## src/rtl/bsp_pkg.sv

```systemverilog
// shared types and constants for the bsp point cluster locator
package bsp_pkg;

  localparam int unsigned StackDepth = 1024;
  localparam int unsigned NodeCount  = 1024;
  localparam int unsigned LeafCount  = 1024;
  localparam int unsigned StackAw    = $clog2(StackDepth);
  localparam int unsigned PopLimit   = NodeCount + LeafCount;
  localparam int unsigned PopW       = $clog2(PopLimit + 1);
  localparam logic [15:0] EpsReset   = 16'd26;

  typedef enum logic [1:0] {
    FUNC_PLANE  = 2'd0,
    FUNC_NODE   = 2'd1,
    FUNC_LEAF   = 2'd2,
    FUNC_LOCATE = 2'd3
  } func_e;

  typedef enum logic [1:0] {
    ST_FOUND    = 2'd0,
    ST_NO_LEAF  = 2'd1,
    ST_OVERFLOW = 2'd2
  } status_e;

  typedef enum logic [2:0] {
    S_IDLE,
    S_POP,
    S_FETCH,
    S_READ,
    S_MUL,
    S_SUM,
    S_CMP,
    S_PUSH2
  } state_e;

  // controller -> datapath
  typedef struct packed {
    logic load;      // write tables from the input item
    logic init;      // latch point, push root
    logic pop;       // pop top of stack
    logic mul;       // register products
    logic sum;       // register distance
    logic push;      // first push per compare
    logic push2;     // back child of a dual push
  } cmd_t;

  // datapath -> controller
  typedef struct packed {
    logic empty;
    logic limit;     // pop limit reached
    logic is_leaf;
    logic leaf_hit;
    logic node_ok;
    logic ovf;       // push would overflow
    logic both;      // point inside the band, both children go
  } stat_t;

endpackage

```

## src/rtl/bsp_ctrl.sv

```systemverilog
// walk sequencer for the bsp point cluster locator
module bsp_ctrl (
  input  logic          clk_i,
  input  logic          rst_ni,
  input  logic          start_i,
  input  logic [1:0]    func_i,
  input  bsp_pkg::stat_t stat_i,
  output bsp_pkg::cmd_t cmd_o,
  output logic          busy_o,
  output logic          done_o,
  output logic [1:0]    status_o
);
  import bsp_pkg::*;

  state_e state_q, state_d;

  always_ff @(posedge clk_i or negedge rst_ni) begin
    if (!rst_ni) state_q <= S_IDLE;
    else         state_q <= state_d;
  end

  always_comb begin
    state_d  = state_q;
    cmd_o    = '0;
    done_o   = 1'b0;
    status_o = ST_NO_LEAF;
    busy_o   = (state_q != S_IDLE);
    unique case (state_q)
      S_IDLE: begin
        if (start_i) begin
          if (func_i == FUNC_LOCATE) begin
            cmd_o.init = 1'b1;
            state_d    = S_POP;
          end else begin
            cmd_o.load = 1'b1;
          end
        end
      end
      S_POP: begin
        if (stat_i.empty || stat_i.limit) begin
          done_o  = 1'b1;
          state_d = S_IDLE;
        end else begin
          cmd_o.pop = 1'b1;
          state_d   = S_FETCH;
        end
      end
      S_FETCH: begin
        state_d = S_READ;
      end
      S_READ: begin
        if (stat_i.is_leaf) begin
          if (stat_i.leaf_hit) begin
            done_o   = 1'b1;
            status_o = ST_FOUND;
            state_d  = S_IDLE;
          end else begin
            state_d = S_POP;
          end
        end else if (stat_i.node_ok) begin
          state_d = S_MUL;
        end else begin
          state_d = S_POP;
        end
      end
      S_MUL: begin
        cmd_o.mul = 1'b1;
        state_d   = S_SUM;
      end
      S_SUM: begin
        cmd_o.sum = 1'b1;
        state_d   = S_CMP;
      end
      S_CMP: begin
        if (stat_i.ovf) begin
          done_o   = 1'b1;
          status_o = ST_OVERFLOW;
          state_d  = S_IDLE;
        end else begin
          cmd_o.push = 1'b1;
          state_d    = stat_i.both ? S_PUSH2 : S_POP;
        end
      end
      S_PUSH2: begin
        cmd_o.push2 = 1'b1;
        state_d     = S_POP;
      end
      default: state_d = S_IDLE;
    endcase
  end

endmodule

```

## config.mk

```make
export PLATFORM = sky130hd
export DESIGN_NAME = bsp_ctrl
export DESIGN_NICKNAME = d
export VERILOG_FILES = /design/src/rtl/bsp_pkg.sv /design/src/rtl/bsp_ctrl.sv
export SDC_FILE = /design/constraint.sdc
export NUM_CORES = 1
export LEC_CHECK = 0
export BUFFER_PORTS_ARGS = -buffer_cell sky130_fd_sc_hd__clkbuf_2
export CORE_AREA = 2 2 39 41
export CTS_CLUSTER_SIZE = 25
export DETAILED_ROUTE_END_ITERATION = 8
export DIE_AREA = 0 0 41 43
export PLACE_DENSITY = 0.58
export SLEW_MARGIN = 20
export SYNTH_ARGS = -nofsm -noshare
export SYNTH_HDL_FRONTEND = slang
export SYNTH_SLANG_ARGS = --single-unit
export TNS_END_PERCENT = 50
```

## constraint.sdc

```tcl
create_clock -name clk_i -period 0.99 [get_ports clk_i]
set_input_delay 0.198 -clock clk_i [delete_from_list [all_inputs] [get_ports clk_i]]
set_output_delay 0.198 -clock clk_i [all_outputs]
set_load 0.005 [all_outputs]
```

==> results of run 1 <==
routing by layer:
layer | global-route usage | up-vias | share of wire
met5 | 0 | - | 0
met4 | 0.100 | 0 | 0.023
met3 | 0.0314 | 2 | 0.070
met2 | 0.147 | 19 | 0.48
met1 | 0.140 | 173 | 0.43
li1 | - | 203 | -
final cells by class:
cell class / count / area share
inverters: 1 / 0.00671
well taps: 16 / 0.0358
flip-flops and latches: 3 / 0.139
multi-input cells: 31 / 0.414
repair buffers: 32 / 0.358
clock buffers: 4 / 0.0470
stage by stage:
step           cell area [sq um]  std cells   util  hold slack (ns)  TNS [ns]
2_1_floorplan                327         38      -          -0.0976    -0.430
3_3_place_gp                 494         80  0.357         -0.00302     -1.76
3_5_place_dp                 494         80  0.357         -0.00296     -1.92
4_1_cts                      536         85  0.387            0.287     -4.25
5_1_grt                      559         87  0.404            0.310     -5.43
6_report                     559         87  0.404            0.291     -4.41
final timing paths:
kind | startpoint | end | depth (start not counted)
hold / removal | rst_ni | state_q[2]$_DFFE_PN0P_ | 2
setup reg to reg | state_q[2]$_DFFE_PN0P_ | state_q[2]$_DFFE_PN0P_ | 3
setup / recovery | state_q[2]$_DFFE_PN0P_ | done_o | 3
hold reg to reg | state_q[1]$_DFFE_PN0P_ | state_q[1]$_DFFE_PN0P_ | 2
max in group asynchronous | rst_ni | state_q[0]$_DFFE_PN0P_ | 2
min in group clk_i | stat_i[2] | state_q[0]$_DFFE_PN0P_ | 4
power by group through the flow:
stage / Sequential (mW) / Combinational (mW) / Clock [mW]
6_report: 0.286 / 0.727 / 0.220
5_1_grt: 0.295 / 0.817 / 0.227
4_1_cts: 0.266 / 0.665 / 0.225
3_5_place_dp: 0.258 / 0.651 / 0
3_3_place_gp: 0.254 / 0.648 / 0
2_1_floorplan: 0.199 / 0.452 / 0
cell usage after synthesis:
| master | number | area share |
|---|---|---|
| sky130_fd_sc_hd__nand2b_1 | 2 | 0.040 |
| sky130_fd_sc_hd__a22o_1 | 1 | 0.028 |
| sky130_fd_sc_hd__a21oi_1 | 1 | 0.016 |
| sky130_fd_sc_hd__o21ai_0 | 2 | 0.032 |
| sky130_fd_sc_hd__nor2b_2 | 1 | 0.028 |
| sky130_fd_sc_hd__buf_6 | 2 | 0.072 |
| sky130_fd_sc_hd__and4b_1 | 2 | 0.064 |
| sky130_fd_sc_hd__a21o_2 | 1 | 0.028 |
| sky130_fd_sc_hd__nor2b_1 | 1 | 0.020 |
| sky130_fd_sc_hd__and3b_1 | 1 | 0.028 |
| sky130_fd_sc_hd__and3_1 | 1 | 0.020 |
| sky130_fd_sc_hd__o31ai_1 | 1 | 0.024 |
| sky130_fd_sc_hd__and3_2 | 1 | 0.024 |
| sky130_fd_sc_hd__nand2_1 | 4 | 0.048 |
| sky130_fd_sc_hd__buf_2 | 1 | 0.016 |
| sky130_fd_sc_hd__o21ai_2 | 1 | 0.028 |
| sky130_fd_sc_hd__inv_1 | 1 | 0.012 |
| sky130_fd_sc_hd__dfrtp_1 | 3 | 0.24 |
| sky130_fd_sc_hd__o32ai_1 | 1 | 0.028 |
| sky130_fd_sc_hd__nor3_2 | 1 | 0.032 |
| sky130_fd_sc_hd__nor3b_1 | 1 | 0.024 |
| sky130_fd_sc_hd__mux2i_1 | 2 | 0.064 |
| sky130_fd_sc_hd__nor2_1 | 5 | 0.060 |
| sky130_fd_sc_hd__nor4_1 | 1 | 0.020 |
worst max-delay path, stage by stage, from the launching register on:
cell                       delay, ns
sky130_fd_sc_hd__dfrtp_2        0.46
sky130_fd_sc_hd__nand2b_2       0.24
sky130_fd_sc_hd__o31ai_2        0.18
sky130_fd_sc_hd__clkbuf_2       0.14
cells in the final DEF, fill, tap and decap left out:
cell type,Yosys,layout
sky130_fd_sc_hd__nand2b_2,0,1
sky130_fd_sc_hd__a21oi_2,0,1
sky130_fd_sc_hd__clkbuf_4,0,3
sky130_fd_sc_hd__buf_2,1,3
sky130_fd_sc_hd__nor4_2,0,1
sky130_fd_sc_hd__o21ai_0,2,2
sky130_fd_sc_hd__nand2b_1,2,1
sky130_fd_sc_hd__mux2i_1,2,2
sky130_fd_sc_hd__a22o_1,1,1
sky130_fd_sc_hd__dlygate4sd3_1,0,1
sky130_fd_sc_hd__nor2_1,5,5
sky130_fd_sc_hd__dfrtp_2,0,2
sky130_fd_sc_hd__nand2_1,4,3
sky130_fd_sc_hd__inv_1,1,1
sky130_fd_sc_hd__and3_1,1,1
sky130_fd_sc_hd__and4b_1,2,2
sky130_fd_sc_hd__o31ai_2,0,1
sky130_fd_sc_hd__dfrtp_1,3,1
sky130_fd_sc_hd__buf_12,0,1
sky130_fd_sc_hd__o32ai_1,1,1
sky130_fd_sc_hd__nor2b_2,1,1
sky130_fd_sc_hd__buf_4,0,8
sky130_fd_sc_hd__nor2b_1,1,1
sky130_fd_sc_hd__a21o_2,1,1
sky130_fd_sc_hd__and3_2,1,1
sky130_fd_sc_hd__nand2_2,0,1
sky130_fd_sc_hd__clkbuf_1,0,1
sky130_fd_sc_hd__o21ai_2,1,1
sky130_fd_sc_hd__nor3_4,0,1
sky130_fd_sc_hd__and3b_1,1,1
sky130_fd_sc_hd__clkbuf_2,0,19
sky130_fd_sc_hd__nor3b_1,1,1
cells by family after synthesis:
logic type | Yosys count
AOI/OAI and AO/OA | 8
buffers and inverters | 4
DFF | 3
muxes | 2
and+or+nand+nor | 21
timing repair:
item                                    in CTS  in global routing
endpoints found under the hold margin        3                  0
hold buffers                                 1                  0
endpoints found under the setup margin      14                 14
gates resized for setup                      3                  5
pin swaps                                    2                  2
buffers inserted                             0                  2
==> results.md, run 1 <==
* Result of the run: complete, but fails checks
* Violated checks: setup timing
* Number of port buffers at 22
* Compound-gate portion of the synthesized area at 0.185
* Floorplan die area at 0.00176 sq mm
* Height of the die at 43 um
* Post-synthesis share of cell area spent on and, or, nand and nor gates at 0.410
* Post-detailed-route wirelength per cell at between 9 and 10 um
* Antenna diode count at 0
* Detailed Route Iter0 Violations at 3
* Latest clock arrival within the worst-skew pair at ~0.24 ns
* Highest Clock Rate at 689 MHz
* Pwr dens at 2200 mW/mm^2
* Power Internal at between 700 and 800 uW
* Number of design rule violations left after detail routing at 0
* Number of nets at the end of the flow at 84
* WP data required at 0.79 ns
* Sinks on the clock net at 3
* Register name with the most flops: state_q
* Maxcap violations at 0
* Width of the die at 41 um
* Pin count of the biggest net entering global routing at 13
* GRT Total Usage at 0.112
* Flip-flop count of the largest register after layout at 3
* Core Region at 0.00138 sq mm
* Multiplexer share of the synthesized area at 0.0643
* Hold Fails Final Rpt at 0
* Htree depth at 1
* Shortest clock period the worst path allows after layout at 1.45 ns
* Share of power burned in the clock network at 0.178
* Seq. cell area at 77.6 sq um
* Top flop regs: state_q: 3 flops
* Layout cells sized above 1 at 0.648
* Setup slack after layout at -0.460 ns
* Pre-CTS setup slack at -0.245 ns
* Endpoint kind of the worst setup timing path: primary output
* Worst Path Arrival at 1.25 ns
* Part of the cycle the worst path needs at 1.47
* Total overflow reported by the global router at 0
* Setup slack, reg-to-reg at -0.13 ns
* Area share of xor/xnor cells in the synthesized design at 0
* Number of endpoints failing setup at the final stage at 14
* Starting density of the core at 0.225
* Post-synthesis share of cell area spent on full adders, half adders and majority gates at 0
* Synthesized netlist net count at 50
* Least-Margin Pin Slew at 0.224 ns
* Total CTS buffers at 3
* Cell variety after synth at 24
* Number of global-route vias before repair at around 330
* TritonCTS clock tree: yes
* Switching power of the nets at 462 uW
* Area taken by multi-input logic gates at 231 sq um
* Worst-case vdd ir drop at around 0.95 mV
* Dominant combinational cell family by area after synthesis: simple AND/OR/NAND/NOR gates
* Routed via count at about 400
* Synth warnings at 0
* GPL Wtd Cong at 0.649
* Wire length of the first global-routing pass at 1290 um
* Synthesized area per cell at 8.20 sq um
* Switching power as a share of total power at 0.375
* Antenna-violating nets left at 0
* Synthesized cell area at 312 sq um
* Ratio of routed vias to standard cells at 4.56
* Crit start category: flip-flop
* Leak pwr at 0.300 nW
* FILL cells at around 160
* Start-to-end type of the worst setup path: reg2out
* Pwr Total at 1.23 mW
* Max-slew violation count at 0
* Number of I/O pins at 23
* FF+latch count, synth at 3
* RSZ-0062 raised after global routing: yes
* Max-slew headroom at the worst pin at 0.851
* Number of buffers on the longest clock path at 2
* Clock Pin Slew Worst Setup and Hold Paths at 0.04 ns
* Kind of path behind the tightest hold check: in2async
* Clock Skew at roughly 0.0013 ns
* Number of antenna violations at the first check in global routing at 0
* Count of standard-cell rows at 14
* Dpl hpwl at roughly 650 um
* Clock root buffer: sky130_fd_sc_hd__clkbuf_4
* Detailed Routing Iterations Pass 1 at 4
* Cells after Synth at 38
* Area growth from synthesis to layout at 79.5%
* Highest net fanout along the worst path at 8
* Sequential share of the synthesized area at 0.241
* Proportion of power drawn by combinational gates at 0.590
* Wirelength, routed at 819 um
* Part of the power in registers at 0.232
Note: power is estimated with default switching activity, not from simulation.
==> inputs of run 2 (changes only) <==
ABC_AREA = 1   (was not set)
PLACE_DENSITY = 0.56   (was 0.58)
==> results.md, run 2 <==
* Sequential share of the synthesized area at 0.268
* Antenna diode count at 0
* Number of nets at the end of the flow at 98
* Total overflow reported by the global router at 0
* Worst Path Arrival at 1.20 ns
* FF+latch count, synth at 3
* Detailed Routing Iterations Pass 1 at 1
* Top flop regs: state_q: 3 flops
* Violated checks: setup timing
* Ratio of routed vias to standard cells at 4.29
* Synthesized cell area at 280 sq um
* Synthesized netlist net count at 61
* Max-slew violation count at 0
* GPL Wtd Cong at 0.779
* Detailed Route Iter0 Violations at 0
* Crit start category: flip-flop
* Area contributors post-synth: sky130_fd_sc_hd__dfrtp_1, sky130_fd_sc_hd__inv_1, sky130_fd_sc_hd__nand2_1
* Tightest hold margin at 0.217 ns
* TritonCTS clock tree: yes
* Pwr dens at 2240 mW/mm^2
* Number of endpoints failing setup at the final stage at 14
* Setup slack, reg-to-reg at -0.16 ns
* Antenna-violating nets left at 0
* Wire length of the first global-routing pass at around 1500 um
* Number of design rule violations left after detail routing at 0
* Layout cells sized above 1 at 0.588
* Max-slew headroom at the worst pin at 0.871
* Placed inst area at 453 sq um
* Cells after Synth at 49
* Most frequently used flop master after synthesis: sky130_fd_sc_hd__dfrtp_1
* Kind of path behind the tightest hold check: in2reg
* Part of the cycle the worst path needs at 1.41
* Count of standard-cell rows at 14
* Number of buffers on the longest clock path at 2
* Area growth from synthesis to layout at 109%
* Synthesized area per cell at 5.72 sq um
* Final cell count without fillers at 101
* Latest clock arrival within the worst-skew pair at 0.23 ns
* Core Region at ~0.0014 sq mm
* Endpoint kind of the worst setup timing path: primary output
* GRT Total Usage at 0.126
* Async SR Flop Fraction at 1.00
* Highest Clock Rate at 718 MHz
* Final cell area excluding filler cells at 586 sq um
* Wirelength, routed at 894 um
* Register name with the most flops: state_q
* Total CTS buffers at 3
* Synth warnings at 0
* WP data required at 0.79 ns
* Clock root buffer: sky130_fd_sc_hd__clkbuf_4
* Commonest non-fill, non-tap cell in the layout: sky130_fd_sc_hd__clkbuf_2
* Height of the die at 43 um
* Clock Skew at 0.0000446 ns
* Pre-CTS setup slack at -0.235 ns
* Most area-hungry cell type in the Yosys netlist: sky130_fd_sc_hd__dfrtp_1
* Sinks on the clock net at 3
* Count of flip-flops with a built-in enable after synthesis at 0
* Shortest clock period the worst path allows after layout at 1.39 ns
* Number of global-route vias before repair at about 400
* Floorplan die area at 0.00176 sq mm
* Result of the run: complete, but fails checks
* Area taken by multi-input logic gates at 226 sq um
* Number of port buffers at 22
* Top cell type's share of synthesized area at 0.268
* Highest net fanout along the worst path at 5
* Width of the die at 41 um
* Routed via count at around 430
* Setup slack after layout at -0.404 ns
* Starting density of the core at 0.203
* RSZ-0062 raised after global routing: yes
* FILL cells at 155
* Maxcap violations at 0
* Seq. cell area at 77.6 sq um
* Post-detailed-route wirelength per cell at 8.85 um
* Flip-flop count of the largest register after layout at 3
* Most frequent cells after synthesis: sky130_fd_sc_hd__inv_1, sky130_fd_sc_hd__nand2_1, sky130_fd_sc_hd__nor2_1
* Htree depth at 1
* Cell variety after synth at 13
* Pin count of the biggest net entering global routing at 7
* Clock Pin Slew Worst Setup and Hold Paths at 0.04 ns
* Most used cells in the layout excluding fill and tap cells: sky130_fd_sc_hd__clkbuf_2, sky130_fd_sc_hd__nand2_1, sky130_fd_sc_hd__inv_1, sky130_fd_sc_hd__buf_4, sky130_fd_sc_hd__nor2_1
* Start-to-end type of the worst setup path: reg2out
* Number of I/O pins at 23
* End-of-flow core utilization at 0.423
* Dpl hpwl at 660 um
* Worst-case vdd ir drop at 1.06 mV
* Hold Fails Final Rpt at 0
* Number of antenna violations at the first check in global routing at 0
* Cell total after placement at 92
* Least-Margin Pin Slew at 0.193 ns
* Most numerous cell in the Yosys netlist: sky130_fd_sc_hd__inv_1
* Leak pwr at 0.339 nW
## run 2: cell types whose count changed after synthesis, moves of 3 or more
cell	change
sky130_fd_sc_hd__nand3_1	+3
sky130_fd_sc_hd__nor2_1	+3
sky130_fd_sc_hd__nand2_1	+5
sky130_fd_sc_hd__nor3_1	+5
sky130_fd_sc_hd__inv_1	+10
## run 2: layout make-up
cell class,count,area share
sequential,3,0.132
tap,16,0.0342
inverter,11,0.0748
multi-input combinational,35,0.387
clock buffer,4,0.0449
timing repair buffer,32,0.327
## run 2: cell families (layout without fill, tap and decap cells)
group,after synthesis,in the layout,share of synthesized area
DFF,3,3,0.268
buffers and inverters,11,47,0.147
and+or+nand+nor,28,28,0.451
AOI/OAI and AO/OA,7,7,0.134
## run 2: worst max-delay path, cell delays in order, from the launching register on
cell and delay [ns]:
sky130_fd_sc_hd__dfrtp_2 0.45, sky130_fd_sc_hd__inv_4 0.10, sky130_fd_sc_hd__nand3_2 0.12, sky130_fd_sc_hd__nor3_1 0.16
sky130_fd_sc_hd__clkbuf_2 0.14
## run 2: stage by stage
step / TNS, ns / power [mW]
final: -4.22 / 1.31
after detailed placement: -1.66 / 0.877
after CTS: -4.29 / 1.26
after global placement: -1.60 / 0.875
after global routing: -5.40 / 1.45
after floorplan: -0.189 / 0.580
## run 2: metal layers
metal | track usage | vias to the layer above | part of all wire
met5 | 0 | - | 0
met4 | 0.100 | 0 | 0.016
met2 | 0.206 | 8 | 0.56
met1 | 0.123 | 191 | 0.39
li1 | - | 232 | -
met3 | 0.0314 | 2 | 0.031
## run 2: where the power goes
part / total, mW / internal, mW / switching (mW)
clock: 0.215 / 0.151 / 0.0640
combinational: 0.833 / 0.406 / 0.427
sequential: 0.266 / 0.182 / 0.0836
total: 1.31 / 0.739 / 0.575
## run 2: final timing paths
check / from / depth (start not counted) / endpoint
worst min-delay path: stat_i[0] / 3 / state_q[1]$_DFFE_PN0P_
worst max register to register: state_q[2]$_DFFE_PN0P_ / 6 / state_q[0]$_DFFE_PN0P_
worst min register to register: state_q[1]$_DFFE_PN0P_ / 3 / state_q[1]$_DFFE_PN0P_
max in group asynchronous: rst_ni / 2 / state_q[2]$_DFFE_PN0P_
min in group asynchronous: rst_ni / 2 / state_q[1]$_DFFE_PN0P_
worst max-delay path: state_q[2]$_DFFE_PN0P_ / 4 / cmd_o[5]
## run 2: what timing repair did
| action | CTS | global route |
|---|---|---|
| buffers inserted | 4 | 0 |
| hold endpoints to repair | 3 | 0 |
| pin swaps | 4 | 2 |
| endpoints found under the setup margin | 14 | 14 |
| hold buffers | 1 | 0 |
| resized for setup | 10 | 9 |
| cloned | 0 | 0 |
==> inputs of run 3 (changes only) <==
PLACE_DENSITY = 0.54   (was 0.56)
clock period = 1.7 ns   (was 0.99 ns; I/O delays follow)
==> results.md, run 3 (same netlist as run 2, synthesis figures left out) <==
* Top flop regs: state_q: 3 flops
* Reg-to-reg critical path endpoint: state_q[0]$_DFFE_PN0P_
* Cell count along the critical path at 6
* Commonest non-fill, non-tap cell in the layout: sky130_fd_sc_hd__clkbuf_2
* Shortest clock period the worst path allows after layout at 1.60 ns
* Leak pwr at 0.294 nW
* GRT Total Usage at 0.0947
* Width of the die at about 41 um
* Detailed Route Iter0 Violations at 3
* Number of I/O pins at 23
* RSZ-0062 raised after global routing: no
* Pre-CTS setup slack at 0.278 ns
* Height of the die at 43 um
* Dpl hpwl at roughly 640 um
* Endpoint kind of the worst setup timing path: primary output
* Worst-case vdd ir drop at approximately 0.58 mV
* Highest Clock Rate at 626 MHz
* Most used cells in the layout excluding fill and tap cells: sky130_fd_sc_hd__clkbuf_2, sky130_fd_sc_hd__inv_1, sky130_fd_sc_hd__nand2_1
* Number of buffers on the longest clock path at 2
* Endpoint of the most critical setup path: done_o
* Clock Skew at around 0.0026 ns
* Number of nets at the end of the flow at a little over 90
* Worst Path Arrival at ~1.3 ns
* FF-to-FF Start: state_q[1]$_DFFE_PN0P_
* Pin count of the biggest net entering global routing at 8
* CP Buf/Inv Count at 3
* Result of the run: complete, no violations
* Maxcap violations at 0
* Register name with the most flops: state_q
* Pwr dens at 1300 mW/mm^2
* Latest clock arrival within the worst-skew pair at 0.23 ns
* Crit start category: flip-flop
* Highest net fanout along the worst path at 6
* Least-Margin Pin Slew at 0.311 ns
* End-of-flow core utilization at 0.338
* Tightest hold margin at 0.372 ns
* Number of port buffers at 22
* Setup slack, reg-to-reg at 0.55 ns
* Area taken by multi-input logic gates at 169 sq um
* Cell total after placement at 87
* Wire length of the first global-routing pass at ~1100 um
* Starting density of the core at 0.203
* Antenna diode count at 0
* Hold Fails Final Rpt at 0
* Register-to-Register Path Depth at 4
* Flip-flop count of the largest register after layout at 3
* Maximum cell stage delay along the critical path at ~0.44 ns
* Max-slew violation count at 0
* GPL Wtd Cong at 0.751
* Part of the cycle the worst path needs at 0.939
* Count of standard-cell rows at 14
* Final cell count without fillers at 94
* Max-slew headroom at the worst pin at 0.791
* Top cell family by delay on the critical path: flip-flops
* Clock root buffer: sky130_fd_sc_hd__clkbuf_4
* Kind of path behind the tightest hold check: in2reg
* Setup slack after layout at 0.103 ns
* Floorplan die area at 0.00176 sq mm
* Sinks on the clock net at 3
* TritonCTS clock tree: yes
* Crit-path cells: inv_2, nand3_1, o22ai_1, inv_1, nand2_1, clkbuf_2
* Post-detailed-route wirelength per cell at just over 8 um
* WP data required at 1.36 ns
* Seq. cell area at around 76 sq um
* Routed via count at 401
* Cell at the slowest stage of the critical path: sky130_fd_sc_hd__dfrtp_2
* Number of antenna violations at the first check in global routing at 0
* Start-to-end type of the worst setup path: reg2out
* Number of global-route vias before repair at about 340
* Total CTS buffers at 3
* Setup crit start: state_q[2]$_DFFE_PN0P_
* Antenna-violating nets left at 0
* Detailed Routing Iterations Pass 1 at 3
* Number of design rule violations left after detail routing at 0
* Number of endpoints failing setup at the final stage at 0
* FILL cells at 163
* Clock Pin Slew Worst Setup and Hold Paths at about 0.03 ns
* Layout cells sized above 1 at 0.410
* Area growth from synthesis to layout at 67.0%
* Core Region at 0.00138 sq mm
* Total overflow reported by the global router at 0
* Total negative slack at 0 ns
* Wirelength, routed at 775 um
* Ratio of routed vias to standard cells at 4.27
* Htree depth at 1
-- run 3: cell types whose count changed in the layout (fill, tap and decap cells not counted), sizes merged --
| cell | before | now |
|---|---|---|
| clkbuf | 24 | 26 |
| buf | 11 | 2 |
-- run 3: through the flow --
step	cell area [sq um]	power (mW)
2_1_floorplan	280	0.328
3_3_place_gp	410	0.438
3_5_place_dp	410	0.438
4_1_cts	447	0.570
5_1_grt	468	0.669
6_report	468	0.609
-- run 3: layer usage --
| layer | up-vias | GRT usage | wire length (um) |
|---|---|---|---|
| met5 | - | 0 | 0 |
| met4 | 0 | 0.0600 | 0 |
| met3 | 0 | 0.0314 | 37 |
| met2 | 7 | 0.144 | 391 |
| met1 | 179 | 0.107 | 346 |
| li1 | 215 | - | - |
-- run 3: repair_timing --
action | in CTS | in global routing
gates resized for setup | 0 | 4
hold endpoints to repair | 3 | 0
hold buffers | 1 | 0
buffers inserted | 0 | 2
endpoints found under the setup margin | 0 | 3
-- run 3: how the worst min path moves through the flow --
stage                     slack (ns)  depth (start not counted)                     end  startpoint
final                           0.37                          3  state_q[2]$_DFFE_PN0P_   stat_i[0]
after global routing            0.40                          3  state_q[2]$_DFFE_PN0P_   stat_i[0]
after CTS                       0.37                          3  state_q[2]$_DFFE_PN0P_   stat_i[0]
after detailed placement        0.14                          1  state_q[0]$_DFFE_PN0P_      rst_ni
after global placement          0.14                          1  state_q[2]$_DFFE_PN0P_      rst_ni
after floorplan                 0.04                          0  state_q[0]$_DFFE_PN0P_      rst_ni
-- run 3: worst reg2reg max path, delay by kind of cell, from the launching register on --
kind | cells | cell delay (ns)
AOI/OAI and AO/OA | 1 | 0.16
buffers and inverters | 1 | 0.12
DFF | 1 | 0.45
and+or+nand+nor | 2 | 0.36
-- run 3: final cells by class --
cell class              count  share of cell area
clock buffers               4              0.0561
inverters                  11              0.0882
multi-input cells          35               0.361
flip-flops and latches      3               0.163
well taps                  16              0.0428
repair buffers             25               0.289
-- run 3: report_power, final --
| group | internal, mW | leakage [nW] | switching, mW | total (mW) |
|---|---|---|---|---|
| sequential | 0.104 | 0.0377 | 0.0448 | 0.148 |
| combinational | 0.152 | 0.241 | 0.184 | 0.336 |
| clock | 0.0879 | 0.0150 | 0.0359 | 0.124 |
